[src/rtl/core/mlcf_pkg.sv]
// Shared types, constants and lookup functions for the motor link command framer.
`timescale 1ns / 1ps

package mlcf_pkg;

  // Width of the millisecond idle timer.
  localparam int TIMER_BITS = 8;
  // Width used when comparing the timer against an 8-bit timeout register.
  localparam int LIM_W = (TIMER_BITS > 8) ? TIMER_BITS : 8;
  localparam int TICK_MAX_I = (1 << TIMER_BITS) - 1;

  // Frame constants.
  localparam logic [7:0] FRAME_HEAD = 8'h7A;
  localparam logic [7:0] FRAME_TAIL = 8'h7B;
  localparam logic [15:0] ANGLE_MAX = 16'd3599;
  localparam logic [3:0] REPLY_LAST = 4'd8;
  localparam logic [3:0] REPLY_CHK = 4'd7;

  // Timeout reset values.
  localparam logic [7:0] FIRST_TO_RST = 8'd12;
  localparam logic [7:0] NEXT_TO_RST = 8'd5;

  // Command queue between front and back.
  localparam int QDEPTH = 4;
  localparam int QPTR_W = $clog2(QDEPTH);

  // Configuration port.
  localparam int CFG_IDX_W = 1;
  localparam logic [CFG_IDX_W-1:0] CFG_FIRST_TO = 1'd0;
  localparam logic [CFG_IDX_W-1:0] CFG_NEXT_TO = 1'd1;

  typedef enum logic [1:0] {
    MODE_SEND = 2'd0,
    MODE_BYTE = 2'd1,
    MODE_TICK = 2'd2,
    MODE_NONE = 2'd3
  } mode_e_t;

  typedef enum logic [2:0] {
    OP_ENABLE   = 3'd0,
    OP_DISABLE  = 3'd1,
    OP_SET_MODE = 3'd2,
    OP_SPEED    = 3'd3,
    OP_POSITION = 3'd4,
    OP_ANGLE    = 3'd5,
    OP_ACCEL    = 3'd6,
    OP_FEEDBACK = 3'd7
  } opcode_t;

  typedef enum logic [1:0] {
    ST_NONE = 2'd0,
    ST_OK   = 2'd1,
    ST_FAIL = 2'd2
  } status_t;

  // One unit of work for the back end: a frame to emit or a reply result.
  typedef struct packed {
    logic        is_reply;
    opcode_t     opcode;
    logic [7:0]  addr;
    logic [31:0] value;
    status_t     status;
  } desc_t;

  // Wire code of each command.
  function automatic logic [7:0] wire_code(input opcode_t op);
    logic [7:0] code;
    unique case (op)
      OP_ENABLE:   code = 8'h06;
      OP_DISABLE:  code = 8'h05;
      OP_SET_MODE: code = 8'h00;
      OP_SPEED:    code = 8'h01;
      OP_POSITION: code = 8'h02;
      OP_ANGLE:    code = 8'h03;
      OP_ACCEL:    code = 8'h07;
      OP_FEEDBACK: code = 8'h0E;
      default:     code = 8'h00;
    endcase
    return code;
  endfunction

  // Payload length in bytes of each command.
  function automatic logic [2:0] payload_len(input opcode_t op);
    logic [2:0] len;
    unique case (op)
      OP_ENABLE, OP_DISABLE:                       len = 3'd0;
      OP_SET_MODE, OP_SPEED, OP_ANGLE, OP_ACCEL:   len = 3'd2;
      OP_POSITION:                                 len = 3'd4;
      OP_FEEDBACK:                                 len = 3'd1;
      default:                                     len = 3'd0;
    endcase
    return len;
  endfunction

endpackage

[src/rtl/core/mlcf_if.sv]
// Channel interfaces of the motor link command framer: input, result and configuration.
`timescale 1ns / 1ps

interface mlcf_in_if;
  logic               valid;
  logic               ready;
  logic [1:0]         mode;
  logic [2:0]         opcode;
  logic [7:0]         device_addr;
  logic signed [31:0] argument;
  logic [7:0]         rx_byte;

  modport source (output valid, mode, opcode, device_addr, argument, rx_byte,
                  input ready);
  modport sink (input valid, mode, opcode, device_addr, argument, rx_byte,
                output ready);
endinterface

interface mlcf_out_if;
  logic               valid;
  logic               ready;
  logic               tx_valid;
  logic [7:0]         tx_byte;
  logic               tx_last;
  logic [1:0]         reply_status;
  logic signed [31:0] reply_value;

  modport source (output valid, tx_valid, tx_byte, tx_last, reply_status, reply_value,
                  input ready);
  modport sink (input valid, tx_valid, tx_byte, tx_last, reply_status, reply_value,
                output ready);
endinterface

interface mlcf_cfg_if;
  import mlcf_pkg::*;
  logic                 valid;
  logic                 ready;
  logic [CFG_IDX_W-1:0] index;
  logic [7:0]           data;

  modport source (output valid, index, data, input ready);
  modport sink (input valid, index, data, output ready);
endinterface

[src/rtl/core/motor_link_command_framer_unit.sv]
// Top level of the motor link command framer.
`timescale 1ns / 1ps
//
// Requests enter on in_if: mode 0 frames a command, mode 1 delivers a received
// serial byte, mode 2 marks one millisecond tick. Results leave on out_if, either
// a frame byte (tx_valid set, tx_last on the tail) or a reply outcome.
// Timeouts are written through cfg_if; the user must write them only while the block
// is idle, as the block does not enforce it. cfg_if is always ready. A send request
// yields five to nine frame bytes, one per cycle while the receiver is ready,
// produced by the back end from the head of a four-entry work queue. Byte and tick
// requests are taken one per cycle by the front end while the queue is not full
// and yield at most one result. In an idle block a request enters the queue at
// acceptance and its first result reaches the output register in the next cycle.
// Sustained: one request per cycle for byte and tick traffic; send requests are
// limited by the single frame byte the back end emits each cycle. A stalled
// receiver holds the output register; the queue keeps taking requests until it
// fills, and in_if.ready then drops. Reset (rst_n low, synchronous) empties the
// queue, drops any pending reply and restores the timeouts to 12 and 5 ticks.
//
module motor_link_command_framer_unit (
  input logic        clk,
  input logic        rst_n,
  mlcf_in_if.sink    in_if,
  mlcf_out_if.source out_if,
  mlcf_cfg_if.sink   cfg_if
);
  import mlcf_pkg::*;

  desc_t q_din, q_dout;
  logic  q_push, q_pop, q_full, q_empty;

  mlcf_front u_front (
    .clk    (clk),
    .rst_n  (rst_n),
    .in_if  (in_if),
    .cfg_if (cfg_if),
    .q_din  (q_din),
    .q_push (q_push),
    .q_full (q_full)
  );

  mlcf_queue u_queue (
    .clk   (clk),
    .rst_n (rst_n),
    .push  (q_push),
    .din   (q_din),
    .pop   (q_pop),
    .dout  (q_dout),
    .full  (q_full),
    .empty (q_empty)
  );

  mlcf_back u_back (
    .clk     (clk),
    .rst_n   (rst_n),
    .q_dout  (q_dout),
    .q_empty (q_empty),
    .q_pop   (q_pop),
    .out_if  (out_if)
  );

`ifndef ASSERT_OFF
  // The front end never writes into a full queue.
  a_no_overflow: assert property (@(posedge clk) disable iff (!rst_n)
    q_push |-> !q_full)
    else $error("work queue written while full");

  // The back end never reads an empty queue.
  a_no_underflow: assert property (@(posedge clk) disable iff (!rst_n)
    q_pop |-> !q_empty)
    else $error("work queue read while empty");

  // A result without a frame byte always carries a reply outcome.
  a_reply_status: assert property (@(posedge clk) disable iff (!rst_n)
    (out_if.valid && !out_if.tx_valid) |->
      (out_if.reply_status == ST_OK || out_if.reply_status == ST_FAIL))
    else $error("reply result without status");

  // Nothing is offered in the cycle after reset.
  a_reset_idle: assert property (@(posedge clk)
    !rst_n |=> !out_if.valid)
    else $error("result offered after reset");
`endif

endmodule

[src/rtl/core/mlcf_front.sv]
// Front end: accepts requests, tracks the reply receiver and queues work for the back end.
`timescale 1ns / 1ps

module mlcf_front (
  input  logic          clk,
  input  logic          rst_n,
  mlcf_in_if.sink       in_if,
  mlcf_cfg_if.sink      cfg_if,
  output mlcf_pkg::desc_t q_din,
  output logic          q_push,
  input  logic          q_full
);
  import mlcf_pkg::*;

  localparam logic [LIM_W-1:0] TICK_MAX = LIM_W'(TICK_MAX_I);

  logic [7:0]            first_to_r, next_to_r;
  logic                  awaiting_r, awaiting_nxt;
  logic [7:0]            exp_addr_r, exp_addr_nxt;
  logic [7:0]            exp_type_r, exp_type_nxt;
  logic [3:0]            cnt_r, cnt_nxt;
  logic [TIMER_BITS-1:0] idle_r, idle_nxt, idle_inc;
  logic [7:0]            chk_r, chk_nxt;
  logic                  ok_r, ok_nxt;
  logic [31:0]           val_r, val_nxt;
  logic                  accept;
  mode_e_t               mode;
  opcode_t               op;
  logic [7:0]            rx;
  logic [15:0]           angle;
  logic [31:0]           payload;
  logic [LIM_W-1:0]      limit_raw, limit, idle_ext;

  assign in_if.ready  = !q_full;
  assign cfg_if.ready = 1'b1;
  assign accept = in_if.valid && in_if.ready;
  assign mode   = mode_e_t'(in_if.mode);
  assign op     = opcode_t'(in_if.opcode);
  assign rx     = in_if.rx_byte;

  // Single angle values are clamped before framing.
  assign angle   = in_if.argument[15:0];
  assign payload = (op == OP_ANGLE) ?
                   {16'd0, ((angle > ANGLE_MAX) ? ANGLE_MAX : angle)} :
                   in_if.argument;

  // Saturating tick counter and the timeout in force, clipped to the counter range.
  assign idle_inc  = (idle_r == TICK_MAX[TIMER_BITS-1:0]) ? idle_r : idle_r + 1'b1;
  assign limit_raw = LIM_W'((cnt_r == 4'd0) ? first_to_r : next_to_r);
  assign limit     = (limit_raw > TICK_MAX) ? TICK_MAX : limit_raw;
  assign idle_ext  = LIM_W'(idle_inc);

  // Configuration registers.
  always_ff @(posedge clk) begin
    if (!rst_n) begin
      first_to_r <= FIRST_TO_RST;
      next_to_r  <= NEXT_TO_RST;
    end else if (cfg_if.valid) begin
      unique case (cfg_if.index)
        CFG_FIRST_TO: first_to_r <= cfg_if.data;
        CFG_NEXT_TO:  next_to_r  <= cfg_if.data;
        default:      ;
      endcase
    end
  end

  // Request classification and reply tracking.
  always_comb begin
    awaiting_nxt = awaiting_r;
    exp_addr_nxt = exp_addr_r;
    exp_type_nxt = exp_type_r;
    cnt_nxt      = cnt_r;
    idle_nxt     = idle_r;
    chk_nxt      = chk_r;
    ok_nxt       = ok_r;
    val_nxt      = val_r;
    q_push       = 1'b0;
    q_din.is_reply = 1'b0;
    q_din.opcode   = op;
    q_din.addr     = in_if.device_addr;
    q_din.value    = payload;
    q_din.status   = ST_NONE;

    if (accept) begin
      unique case (mode)
        MODE_SEND: begin
          q_push = 1'b1;
          if (op == OP_FEEDBACK) begin
            awaiting_nxt = 1'b1;
            exp_addr_nxt = in_if.device_addr;
            exp_type_nxt = in_if.argument[7:0];
            cnt_nxt      = 4'd0;
            idle_nxt     = '0;
          end
        end
        MODE_BYTE: begin
          if (awaiting_r) begin
            idle_nxt = '0;
            cnt_nxt  = cnt_r + 4'd1;
            chk_nxt  = (cnt_r == 4'd0) ? rx : (chk_r ^ rx);
            if (cnt_r == 4'd0) begin
              ok_nxt = (rx == FRAME_HEAD);
            end else if (cnt_r == 4'd1) begin
              ok_nxt = ok_r && (rx == exp_addr_r);
            end else if (cnt_r == 4'd2) begin
              ok_nxt = ok_r && (rx == exp_type_r);
            end else if (cnt_r < REPLY_CHK) begin
              val_nxt = {val_r[23:0], rx};
            end else if (cnt_r == REPLY_CHK) begin
              ok_nxt = ok_r && (rx == chk_r);
            end else begin
              ok_nxt = ok_r && (rx == FRAME_TAIL);
            end
            // Last reply byte: report the outcome and go idle.
            if (cnt_r == REPLY_LAST) begin
              q_push         = 1'b1;
              q_din.is_reply = 1'b1;
              q_din.status   = ok_nxt ? ST_OK : ST_FAIL;
              q_din.value    = ok_nxt ? val_r : 32'd0;
              awaiting_nxt   = 1'b0;
              cnt_nxt        = 4'd0;
            end
          end
        end
        MODE_TICK: begin
          if (awaiting_r) begin
            if (idle_ext >= limit) begin
              q_push         = 1'b1;
              q_din.is_reply = 1'b1;
              q_din.status   = ST_FAIL;
              q_din.value    = 32'd0;
              awaiting_nxt   = 1'b0;
              cnt_nxt        = 4'd0;
              idle_nxt       = '0;
            end else begin
              idle_nxt = idle_inc;
            end
          end
        end
        MODE_NONE: ;
        default: ;
      endcase
    end
  end

  // Receiver state.
  always_ff @(posedge clk) begin
    if (!rst_n) begin
      awaiting_r <= 1'b0;
      exp_addr_r <= 8'd0;
      exp_type_r <= 8'd0;
      cnt_r      <= 4'd0;
      idle_r     <= '0;
    end else begin
      awaiting_r <= awaiting_nxt;
      exp_addr_r <= exp_addr_nxt;
      exp_type_r <= exp_type_nxt;
      cnt_r      <= cnt_nxt;
      idle_r     <= idle_nxt;
    end
  end

  // Reply check and value accumulators.
  always_ff @(posedge clk) begin
    chk_r <= chk_nxt;
    ok_r  <= ok_nxt;
    val_r <= val_nxt;
  end

endmodule

[src/rtl/core/mlcf_queue.sv]
// Short work queue between the front and back ends.
`timescale 1ns / 1ps

module mlcf_queue (
  input  logic            clk,
  input  logic            rst_n,
  input  logic            push,
  input  mlcf_pkg::desc_t din,
  input  logic            pop,
  output mlcf_pkg::desc_t dout,
  output logic            full,
  output logic            empty
);
  import mlcf_pkg::*;

  desc_t             mem_r [QDEPTH];
  logic [QPTR_W-1:0] wr_ptr_r, rd_ptr_r;
  logic [QPTR_W:0]   cnt_r, cnt_nxt;

  assign full  = (cnt_r == (QPTR_W+1)'(QDEPTH));
  assign empty = (cnt_r == '0);
  assign dout  = mem_r[rd_ptr_r];

  // Occupancy follows pushes and pops.
  always_comb begin
    unique case ({push, pop})
      2'b10:   cnt_nxt = cnt_r + 1'b1;
      2'b01:   cnt_nxt = cnt_r - 1'b1;
      default: cnt_nxt = cnt_r;
    endcase
  end

  always_ff @(posedge clk) begin
    if (!rst_n) begin
      wr_ptr_r <= '0;
      rd_ptr_r <= '0;
      cnt_r    <= '0;
    end else begin
      if (push) begin
        wr_ptr_r <= wr_ptr_r + 1'b1;
      end
      if (pop) begin
        rd_ptr_r <= rd_ptr_r + 1'b1;
      end
      cnt_r <= cnt_nxt;
    end
  end

  // Entry storage.
  always_ff @(posedge clk) begin
    if (push) begin
      mem_r[wr_ptr_r] <= din;
    end
  end

endmodule

[src/rtl/core/mlcf_back.sv]
// Back end: emits frame bytes and reply results through the output register.
`timescale 1ns / 1ps

module mlcf_back (
  input  logic            clk,
  input  logic            rst_n,
  input  mlcf_pkg::desc_t q_dout,
  input  logic            q_empty,
  output logic            q_pop,
  mlcf_out_if.source      out_if
);
  import mlcf_pkg::*;

  logic        out_valid_r, out_valid_nxt;
  logic        tx_valid_r;
  logic [7:0]  tx_byte_r;
  logic        tx_last_r;
  status_t     status_r;
  logic [31:0] value_r;
  logic [3:0]  idx_r, idx_nxt;
  logic [7:0]  chk_r, chk_nxt;
  logic        advance, load;
  logic [2:0]  plen;
  logic [3:0]  chk_pos, tail_pos, sel;
  logic        last;
  logic [7:0]  frame_byte;

  assign advance = !out_valid_r || out_if.ready;
  assign load    = advance && !q_empty;

  // Byte position within the frame of the queue head.
  assign plen     = payload_len(q_dout.opcode);
  assign chk_pos  = 4'd3 + 4'(plen);
  assign tail_pos = 4'd4 + 4'(plen);
  assign sel      = 4'd2 + 4'(plen) - idx_r;
  assign last     = (idx_r == tail_pos);

  always_comb begin
    if (idx_r == 4'd0) begin
      frame_byte = FRAME_HEAD;
    end else if (idx_r == 4'd1) begin
      frame_byte = q_dout.addr;
    end else if (idx_r == 4'd2) begin
      frame_byte = wire_code(q_dout.opcode);
    end else if (idx_r < chk_pos) begin
      frame_byte = q_dout.value[8*sel[1:0] +: 8];
    end else if (idx_r == chk_pos) begin
      frame_byte = chk_r;
    end else begin
      frame_byte = FRAME_TAIL;
    end
  end

  // Step through the frame; a reply result leaves in one beat.
  always_comb begin
    idx_nxt = idx_r;
    chk_nxt = chk_r;
    q_pop   = 1'b0;
    if (load) begin
      if (q_dout.is_reply) begin
        q_pop = 1'b1;
      end else begin
        chk_nxt = (idx_r == 4'd0) ? frame_byte : (chk_r ^ frame_byte);
        if (last) begin
          q_pop   = 1'b1;
          idx_nxt = 4'd0;
        end else begin
          idx_nxt = idx_r + 4'd1;
        end
      end
    end
  end

  assign out_valid_nxt = advance ? !q_empty : out_valid_r;

  always_ff @(posedge clk) begin
    if (!rst_n) begin
      out_valid_r <= 1'b0;
      idx_r       <= 4'd0;
    end else begin
      out_valid_r <= out_valid_nxt;
      idx_r       <= idx_nxt;
    end
  end

  // Output payload register.
  always_ff @(posedge clk) begin
    chk_r <= chk_nxt;
    if (load) begin
      if (q_dout.is_reply) begin
        tx_valid_r <= 1'b0;
        tx_byte_r  <= 8'd0;
        tx_last_r  <= 1'b0;
        status_r   <= q_dout.status;
        value_r    <= q_dout.value;
      end else begin
        tx_valid_r <= 1'b1;
        tx_byte_r  <= frame_byte;
        tx_last_r  <= last;
        status_r   <= ST_NONE;
        value_r    <= 32'd0;
      end
    end
  end

  assign out_if.valid        = out_valid_r;
  assign out_if.tx_valid     = tx_valid_r;
  assign out_if.tx_byte      = tx_byte_r;
  assign out_if.tx_last      = tx_last_r;
  assign out_if.reply_status = status_r;
  assign out_if.reply_value  = value_r;

endmodule

[src/flat_wrapper.sv]
// flat-port wrapper written by rule: the top's interface ports become plain ports
module motor_link_command_framer_unit_flat import mlcf_pkg::*;
  (clk, rst_n, in_if_valid, in_if_mode, in_if_opcode, in_if_device_addr, in_if_argument, in_if_rx_byte, in_if_ready, out_if_valid, out_if_tx_valid, out_if_tx_byte, out_if_tx_last, out_if_reply_status, out_if_reply_value, out_if_ready, cfg_if_valid, cfg_if_index, cfg_if_data, cfg_if_ready);
  mlcf_in_if in_if_i ();
  mlcf_out_if out_if_i ();
  mlcf_cfg_if cfg_if_i ();
  input logic clk;
  input logic rst_n;
  input wire logic [$bits(in_if_i.valid)-1:0] in_if_valid;
  input wire logic [$bits(in_if_i.mode)-1:0] in_if_mode;
  input wire logic [$bits(in_if_i.opcode)-1:0] in_if_opcode;
  input wire logic [$bits(in_if_i.device_addr)-1:0] in_if_device_addr;
  input wire logic [$bits(in_if_i.argument)-1:0] in_if_argument;
  input wire logic [$bits(in_if_i.rx_byte)-1:0] in_if_rx_byte;
  output wire logic [$bits(in_if_i.ready)-1:0] in_if_ready;
  output wire logic [$bits(out_if_i.valid)-1:0] out_if_valid;
  output wire logic [$bits(out_if_i.tx_valid)-1:0] out_if_tx_valid;
  output wire logic [$bits(out_if_i.tx_byte)-1:0] out_if_tx_byte;
  output wire logic [$bits(out_if_i.tx_last)-1:0] out_if_tx_last;
  output wire logic [$bits(out_if_i.reply_status)-1:0] out_if_reply_status;
  output wire logic [$bits(out_if_i.reply_value)-1:0] out_if_reply_value;
  input wire logic [$bits(out_if_i.ready)-1:0] out_if_ready;
  input wire logic [$bits(cfg_if_i.valid)-1:0] cfg_if_valid;
  input wire logic [$bits(cfg_if_i.index)-1:0] cfg_if_index;
  input wire logic [$bits(cfg_if_i.data)-1:0] cfg_if_data;
  output wire logic [$bits(cfg_if_i.ready)-1:0] cfg_if_ready;
  assign in_if_i.valid = in_if_valid;
  assign in_if_i.mode = in_if_mode;
  assign in_if_i.opcode = in_if_opcode;
  assign in_if_i.device_addr = in_if_device_addr;
  assign in_if_i.argument = in_if_argument;
  assign in_if_i.rx_byte = in_if_rx_byte;
  assign in_if_ready = in_if_i.ready;
  assign out_if_valid = out_if_i.valid;
  assign out_if_tx_valid = out_if_i.tx_valid;
  assign out_if_tx_byte = out_if_i.tx_byte;
  assign out_if_tx_last = out_if_i.tx_last;
  assign out_if_reply_status = out_if_i.reply_status;
  assign out_if_reply_value = out_if_i.reply_value;
  assign out_if_i.ready = out_if_ready;
  assign cfg_if_i.valid = cfg_if_valid;
  assign cfg_if_i.index = cfg_if_index;
  assign cfg_if_i.data = cfg_if_data;
  assign cfg_if_ready = cfg_if_i.ready;
  motor_link_command_framer_unit u_core (.clk(clk), .rst_n(rst_n), .in_if(in_if_i), .out_if(out_if_i), .cfg_if(cfg_if_i));
endmodule
[config.mk]
export PLATFORM = sky130hd
export DESIGN_NAME = motor_link_command_framer_unit_flat
export DESIGN_NICKNAME = d
export VERILOG_FILES = /design/src/rtl/core/mlcf_pkg.sv /design/src/rtl/core/mlcf_if.sv /design/src/rtl/core/motor_link_command_framer_unit.sv /design/src/rtl/core/mlcf_front.sv /design/src/rtl/core/mlcf_queue.sv /design/src/rtl/core/mlcf_back.sv /design/src/flat_wrapper.sv
export SDC_FILE = /design/constraint.sdc
export NUM_CORES = 1
export LEC_CHECK = 0
export BUFFER_PORTS_ARGS = -buffer_cell sky130_fd_sc_hd__buf_2
export CORE_ASPECT_RATIO = 1.1
export CORE_MARGIN = 2
export CORE_UTILIZATION = 55
export CTS_CLUSTER_SIZE = 8
export DETAILED_ROUTE_END_ITERATION = 8
export GPL_TIMING_DRIVEN = 0
export MAX_ROUTING_LAYER = met4
export PLACE_DENSITY = 0.82
export SYNTH_ARGS = -nofsm -noshare
export SYNTH_HDL_FRONTEND = slang
export SYNTH_SLANG_ARGS = --single-unit
export TNS_END_PERCENT = 5
[constraint.sdc]
create_clock -name clk -period 13.7 [get_ports clk]
set_clock_uncertainty 0.2 [all_clocks]
set_input_delay 0.685 -clock clk [delete_from_list [all_inputs] [get_ports clk]]
set_output_delay 0.685 -clock clk [all_outputs]
set_load 0.01 [all_outputs]
==> impl_metrics.csv, run 1 <==
group,metric,value,unit
status,status,"completed",
yosys,yosys.area.top_type,"edfxtp_1",
critical_path,path_class,"flip-flop to flip-flop",
floorplan,start_util,56.3,%
sta,rsz0062_at_grt,"no",
floorplan,die_width,160,um
global_routing,grt_overflow,0,
yosys,netlist_area,14800,sq um
yosys,ys_ff_latch,336,
sta,relSlewSlack,7.67,%
sta,tightest_slew,1.38,ns
critical_path,required,13.76,ns
critical_path,cp_slowest_stage_delay,1.12,ns
placement,place.gp.congestion,0.896,
clock_network,cts_setup_buffers,0,
power_and_ir_drop,ir_worst_vdd,0.104,mV
clock_network,cts.clk_slew.worst_paths,0.05,ns
finish,nets,1296,
yosys,synth_nets,1131,
finish,final_cell_area,17200,sq um
critical_path,worstPathMaxFanout,10,
floorplan,coreArea,26200,sq um
yosys,synth_top_area_share,56.3,%
critical_path,start_kind,"flip-flop",
power_and_ir_drop,power_density,159,nW/um^2
routing,first_pass_iters,6,
min_path,timing.hold.worst.class,"input port to flip-flop",
floorplan,rows,62,
placement,post_dp_cell_area,15900,sq um
floorplan,die_area,28200,sq um
critical_path,crit_arrival,5.64,ns
yosys,netlist_instances,1029,
critical_path,path_cells,"clkbuf_1, nor2_1, nand2_1, clkbuf_1, mux2i_1, ha_1, a21o_1, a21o_1, a21oi_1, o211ai_1, nor3b_1, nor2_1, clkbuf_1, a22o_1",
yosys,yosysMostFrequentCell,"edfxtp_1",
sta,final.setup.tns,0,ns
routing,drc,0,
yosys,ys_types,66,
routing,wire_per_inst,22.2,um
power_and_ir_drop,p_total,2730,uW
yosys,avgSynthCellArea,14.3,sq um
critical_path,crit_top_cell,"clkbuf_1",
job,maxCapViolCount,0,
yosys,ys_top_cells_by_area,"edfxtp_1, dfxtp_1, mux4_2, ha_1, mux2i_1",
clock_network,clk_latency,0.55,ns
clock_network,ctsRootBufferMaster,"clkbuf_16",
clock_network,tritoncts,"done",
clock_network,cts_resized,0,
global_routing,grt_max_degree,34,
critical_path,endpoint_kind,"flip-flop",
sta,period_needed,5.58,ns
yosys,synthArstFlopShare,0,%
routing,wl,34900,um
global_routing,grt_pass1_wl,53200,um
sta,post-route-period-util,40.8,%
sta,fmax,179,MHz
routing,drt_iter0_drc,707,
routing,final_antenna_net_count,0,
clock_network,clockBufferDepth,3,
global_routing,grt_usage,25.7,%
yosys,ys.flop_type,"edfxtp_1",
finish,areaGrowthSynthToFinish,16.5,%
sta,setup-violations-final,0,
yosys,synth_commonest_cells,"edfxtp_1, nand2_1, dfxtp_1, mux4_2, and2_1",
global_routing,grt_pass1_vias,9325,
power_and_ir_drop,power_leakage,0.00611,uW
placement,dp_hpwl,23300,um
yosys,synth_enable_flop_cells,277,
finish,drive_above_1_share,19.3,%
global_routing,antenna_found_initial,1,
clock_network,cts_hold_buf,0,
routing,vias,9262,
floorplan,io_pins,114,
routing,viasPerCell,5.89,
clock_network,clock-sinks,336,
sta,final_max_slew_viol_count,0,
yosys,ys_seq_area_share,64.3,%
floorplan,die_h,176,um
sta,hold_viol,0,
yosys,ys_warn_count,0,
placement,io_buffers,111,
critical_path,cpMaxStageDelayCell,"nor3b_1",
clock_network,cts_buffers,47,
clock_network,htree_levels,2,
-- power breakdown --
group / total, uW / switching, uW / internal, uW
combinational: 479 / 284 / 195
clock: 1040 / 413 / 630
sequential: 1200 / 18.6 / 1190
-- sequential cells by signal, summed over array words and instances, names as in the netlist, named ones only --
| signal | flops |
|---|---|
| u_core.u_back.out_if.tx_last | 1 |
| u_core.u_front.val_r | 32 |
| u_core.u_back.chk_r | 8 |
| u_core.u_back.out_if.tx_valid | 1 |
| u_core.u_front.ok_r | 1 |
| u_core.u_back.idx_r | 4 |
| u_core.u_queue.rd_ptr_r | 2 |
| u_core.u_front.first_to_r | 8 |
| u_core.u_back.out_if.tx_byte | 8 |
| u_core.u_front.exp_addr_r | 8 |
| u_core.u_front.awaiting_r | 1 |
| u_core.u_front.next_to_r | 8 |
| u_core.u_queue.cnt_r | 3 |
| u_core.u_back.out_if.reply_value | 32 |
| u_core.u_front.cnt_r | 4 |
| u_core.u_queue.mem_r | 184 |
| u_core.u_front.idle_r | 8 |
| u_core.u_back.out_if.valid | 1 |
| u_core.u_queue.wr_ptr_r | 2 |
| u_core.u_back.out_if.reply_status | 2 |
| u_core.u_front.chk_r | 8 |
| u_core.u_front.exp_type_r | 8 |
-- metal layers --
layer / GRT usage (%) / part of all wire [%] / wire length, um / up-vias
li1: - / - / - / 4222
met3: 4.84 / 7.8 / 2720 / 90
met2: 42.2 / 50 / 17300 / 465
met1: 31.8 / 39 / 13600 / 4485
met4: 10.5 / 3.6 / 1240 / 0
met5: - / 0 / 0 / -
-- through the flow --
step	setup WS, ns	hold slack (ns)	std cells	utilization, %
2_1_floorplan	8.73	0.227	1029	-
6_report	8.12	0.141	1572	65.6
4_1_cts	8.14	0.127	1571	65.6
3_3_place_gp	7.48	0.230	1492	60.1
5_1_grt	7.76	0.136	1572	65.6
3_5_place_dp	8.18	0.234	1497	60.6
-- cells by family after synthesis --
group	share of synthesized area [%]
flip-flops	64.3
AND/OR/NAND/NOR	9.71
AO/OA/AOI/OAI	8.09
multiplexers	10.1
buffers and inverters	2.10
XOR/XNOR	2.66
adder cells (fa/ha/maj)	3.02
other	0.0254
-- worst max-delay path, delay by kind of cell (launching register included) --
family / cells / cell delay (ns)
adders and majority gates: 1 / 0.32
and+or+nand+nor: 4 / 2.14
DFF: 1 / 0.30
muxes: 1 / 0.21
AOI/OAI and AO/OA: 5 / 0.89
buffers and inverters: 3 / 1.23
-- path summary, 6_finish.rpt --
path | end | cells after the start | from | slack [ns]
worst max-delay path | u_core.u_queue.mem_r[3][25] | 14 | u_core.u_front.cnt_r[2] | 8.12
worst min-delay path | u_core.u_front.val_r[1] | 1 | in_if_rx_byte[1] | 0.14
worst max register to register | u_core.u_queue.mem_r[3][25] | 14 | u_core.u_front.cnt_r[2] | 8.12
worst min register to register | u_core.u_front.val_r[27] | 0 | u_core.u_front.val_r[19] | 0.25
-- cell type report --
cell class | count | area (sq um)
antenna | 1 | 2.50
buffer | 51 | 213
clock buffer | 71 | 1270
clock inverter | 3 | 55.1
fill | 1860 | 9020
inverter | 26 | 97.6
multi-input combinational | 616 | 4970
sequential | 336 | 9500
tap | 352 | 440
timing repair buffer | 116 | 656
-- layout by cell type (no fill, tap or decap), drive strengths merged, types with 8 or more instances in the layout --
cell | netlist | layout
edfxtp | 277 | 277
buf | 10 | 126
clkbuf | 41 | 112
nand2 | 88 | 88
dfxtp | 59 | 59
mux4 | 47 | 47
and2 | 45 | 45
nor2 | 41 | 41
mux2i | 39 | 39
a21oi | 38 | 38
ha | 34 | 34
nor2b | 31 | 31
xnor2 | 28 | 28
inv | 26 | 27
a21boi | 26 | 26
a22o | 24 | 24
o21ai | 18 | 18
xor2 | 16 | 16
nand3 | 13 | 13
nand4 | 10 | 10
o211ai | 10 | 10
nand2b | 9 | 9
a21o | 8 | 8
Note: power is estimated with default switching activity, not from simulation.
==> inputs of run 2 (changes only) <==
==> constraint.sdc (replaced) <==
create_clock -name clk -period 5.65 [get_ports clk]
set_clock_uncertainty 0.2 [all_clocks]
set_input_delay 0.2825 -clock clk [delete_from_list [all_inputs] [get_ports clk]]
set_output_delay 0.2825 -clock clk [all_outputs]
set_load 0.01 [all_outputs]
==> impl_metrics.csv, run 2 (same netlist as run 1, synthesis figures left out) <==
group,metric,value,unit
critical_path,path_class,"flip-flop to flip-flop",
power_and_ir_drop,power_density,374,nW/um^2
critical_path,required,5.72,ns
critical_path,r2r_end,"u_core.u_back.chk_r[1]",
floorplan,coreArea,26200,sq um
sta,fmax,186,MHz
routing,first_pass_iters,5,
power_and_ir_drop,power_leakage,0.00635,uW
critical_path,start_kind,"flip-flop",
min_path,min_from,"rst_n",
global_routing,grt_pass1_wl,54700,um
global_routing,grt_max_degree,34,
finish,nets,1353,
power_and_ir_drop,p_switching,1750,uW
finish,largest_reg_flops,184,
routing,wire_per_inst,22.0,um
status,status,"completed",
critical_path,r2r_cells,17,
sta,setup-violations-final,0,
global_routing,grt_usage,26.3,%
critical_path,worstPathMaxFanout,10,
sta,period_needed,5.37,ns
sta,fin_ws,0.284,ns
sta,hold_viol,0,
power_and_ir_drop,p_seq_share,43.9,%
clock_network,cts_setup_buffers,0,
clock_network,cts_buffers,47,
routing,vias,9613,
finish,final_cell_mix,"edfxtp_1, buf_2, nand2_1",
power_and_ir_drop,power_switching_share,26.3,%
power_and_ir_drop,p_total,6650,uW
placement,io_buffers,111,
finish,regMostFlops,"u_core.u_queue.mem_r",
floorplan,io_pins,114,
sta,post-route-period-util,95.0,%
power_and_ir_drop,power.internal,4910,uW
floorplan,die_width,160,um
floorplan,die_area,28200,sq um
min_path,timing.hold.worst.class,"input port to flip-flop",
sta,rsz0062_at_grt,"no",
clock_network,clockBufferDepth,3,
global_routing,grt_pass1_vias,9661,
routing,wl,35800,um
placement,place.gp.congestion,0.896,
clock_network,htree_levels,2,
critical_path,crit_arrival,5.43,ns
min_path,whs_endpoint,"u_core.u_queue.wr_ptr_r[0]",
routing,drt_iter0_drc,761,
finish,drive_above_1_share,18.5,%
clock_network,clk_latency,0.55,ns
finish,final_common_cell,"edfxtp_1",
clock_network,tritoncts,"done",
global_routing,grt_overflow,0,
finish,nFillCells,1802,
critical_path,reg2reg_slack,0.28,ns
placement,dpl_worst_slack,0.133,ns
clock_network,clock-sinks,336,
routing,final_antenna_net_count,0,
power_and_ir_drop,ir_worst_vdd,0.252,mV
clock_network,ctsRootBufferMaster,"clkbuf_16",
sta,final_max_slew_viol_count,0,
floorplan,rows,62,
routing,drc,0,
job,maxCapViolCount,0,
power_and_ir_drop,combPwrFrac,18.1,%
clock_network,cts.clk_slew.worst_paths,0.06,ns
power_and_ir_drop,clock_power_share,38.0,%
floorplan,die_h,176,um
sta,tightest_slew,1.23,ns
finish,areaGrowthSynthToFinish,20.4,%
floorplan,start_util,56.3,%
placement,dp_hpwl,23300,um
global_routing,antenna_found_initial,0,
sta,relSlewSlack,17.2,%
min_path,min_path_cells,3,
critical_path,endpoint_kind,"flip-flop",
routing,viasPerCell,5.90,
finish,diodes,0,
## run 2: timing repair
item | in CTS | in global routing
hold buffers | 57 | 0
hold endpoints to repair | 161 | 0
setup endpoints to repair | 0 | 42
gates resized for setup | 0 | 2
## run 2: power by group through the flow
| stage | Combinational, uW | Clock, uW | Sequential (uW) |
|---|---|---|---|
| detailed placement | 1140 | 0 | 2970 |
| global placement | 1100 | 0 | 2980 |
| floorplan | 728 | 0 | 3030 |
| CTS | 1190 | 2550 | 2920 |
| global route | 1300 | 2650 | 2930 |
| finish | 1200 | 2530 | 2920 |
## run 2: routing by layer
metal / up-vias / wire (um) / GRT usage [%]
met1: 4683 / 14200 / 32.5
met2: 504 / 17800 / 44.1
met5: - / 0 / -
li1: 4331 / - / -
met3: 95 / 2570 / 4.44
met4: 0 / 1220 / 9.87
## run 2: worst max-delay path by stage
stage / start / endpoint / slack, ns / cells after the start
2_1_floorplan: u_core.u_front.idle_r[0] / u_core.u_queue.mem_r[0][0] / 0.99 / 13
3_3_place_gp: u_core.u_front.cnt_r[0] / u_core.u_queue.mem_r[2][14] / -0.57 / 13
3_5_place_dp: u_core.u_front.cnt_r[0] / u_core.u_queue.mem_r[1][32] / 0.13 / 14
4_1_cts: u_core.u_front.cnt_r[0] / u_core.u_queue.mem_r[3][25] / 0.09 / 14
5_1_grt: flip-flop / u_core.u_back.chk_r[0] / 0.02 / 15
6_report: flip-flop / u_core.u_back.chk_r[1] / 0.28 / 17
## run 2: layout make-up
cell class	instances	area (sq um)	share of cell area (%)
sequential	336	9500	53.4
multi-input combinational	616	4980	28.0
clock buffer	71	1270	7.12
timing repair buffer	173	1230	6.90
tap	352	440	2.48
buffer	51	219	1.23
inverter	26	97.6	0.549
clock inverter	3	55.1	0.310
## run 2: metrics by stage
stage,setup TNS [ns],utilization (%),area [sq um],hold slack [ns],instances
3_5_place_dp,0,60.6,15900,0.234,1497
3_3_place_gp,-102.57,60.1,15800,0.230,1492
5_1_grt,0,67.8,17800,0.0315,1628
4_1_cts,0,67.8,17800,0.00329,1628
2_1_floorplan,0,-,14800,0.181,1029
6_report,0,67.8,17800,0.00318,1628
## run 2: worst max-delay path, stage by stage (launching register included)
cell,delay (ns)
dfxtp_1,0.32
buf_6,0.17
clkdlybuf4s15_1,0.75
mux4_2,0.65
inv_1,0.08
ha_1,0.28
mux2i_4,0.33
ha_1,0.31
ha_1,0.30
nor2b_1,0.14
o31ai_1,0.31
nand2b_1,0.20
nand2b_1,0.12
clkbuf_1,0.29
o32a_1,0.24
a41oi_2,0.14
xor2_1,0.16
nand2_1,0.09
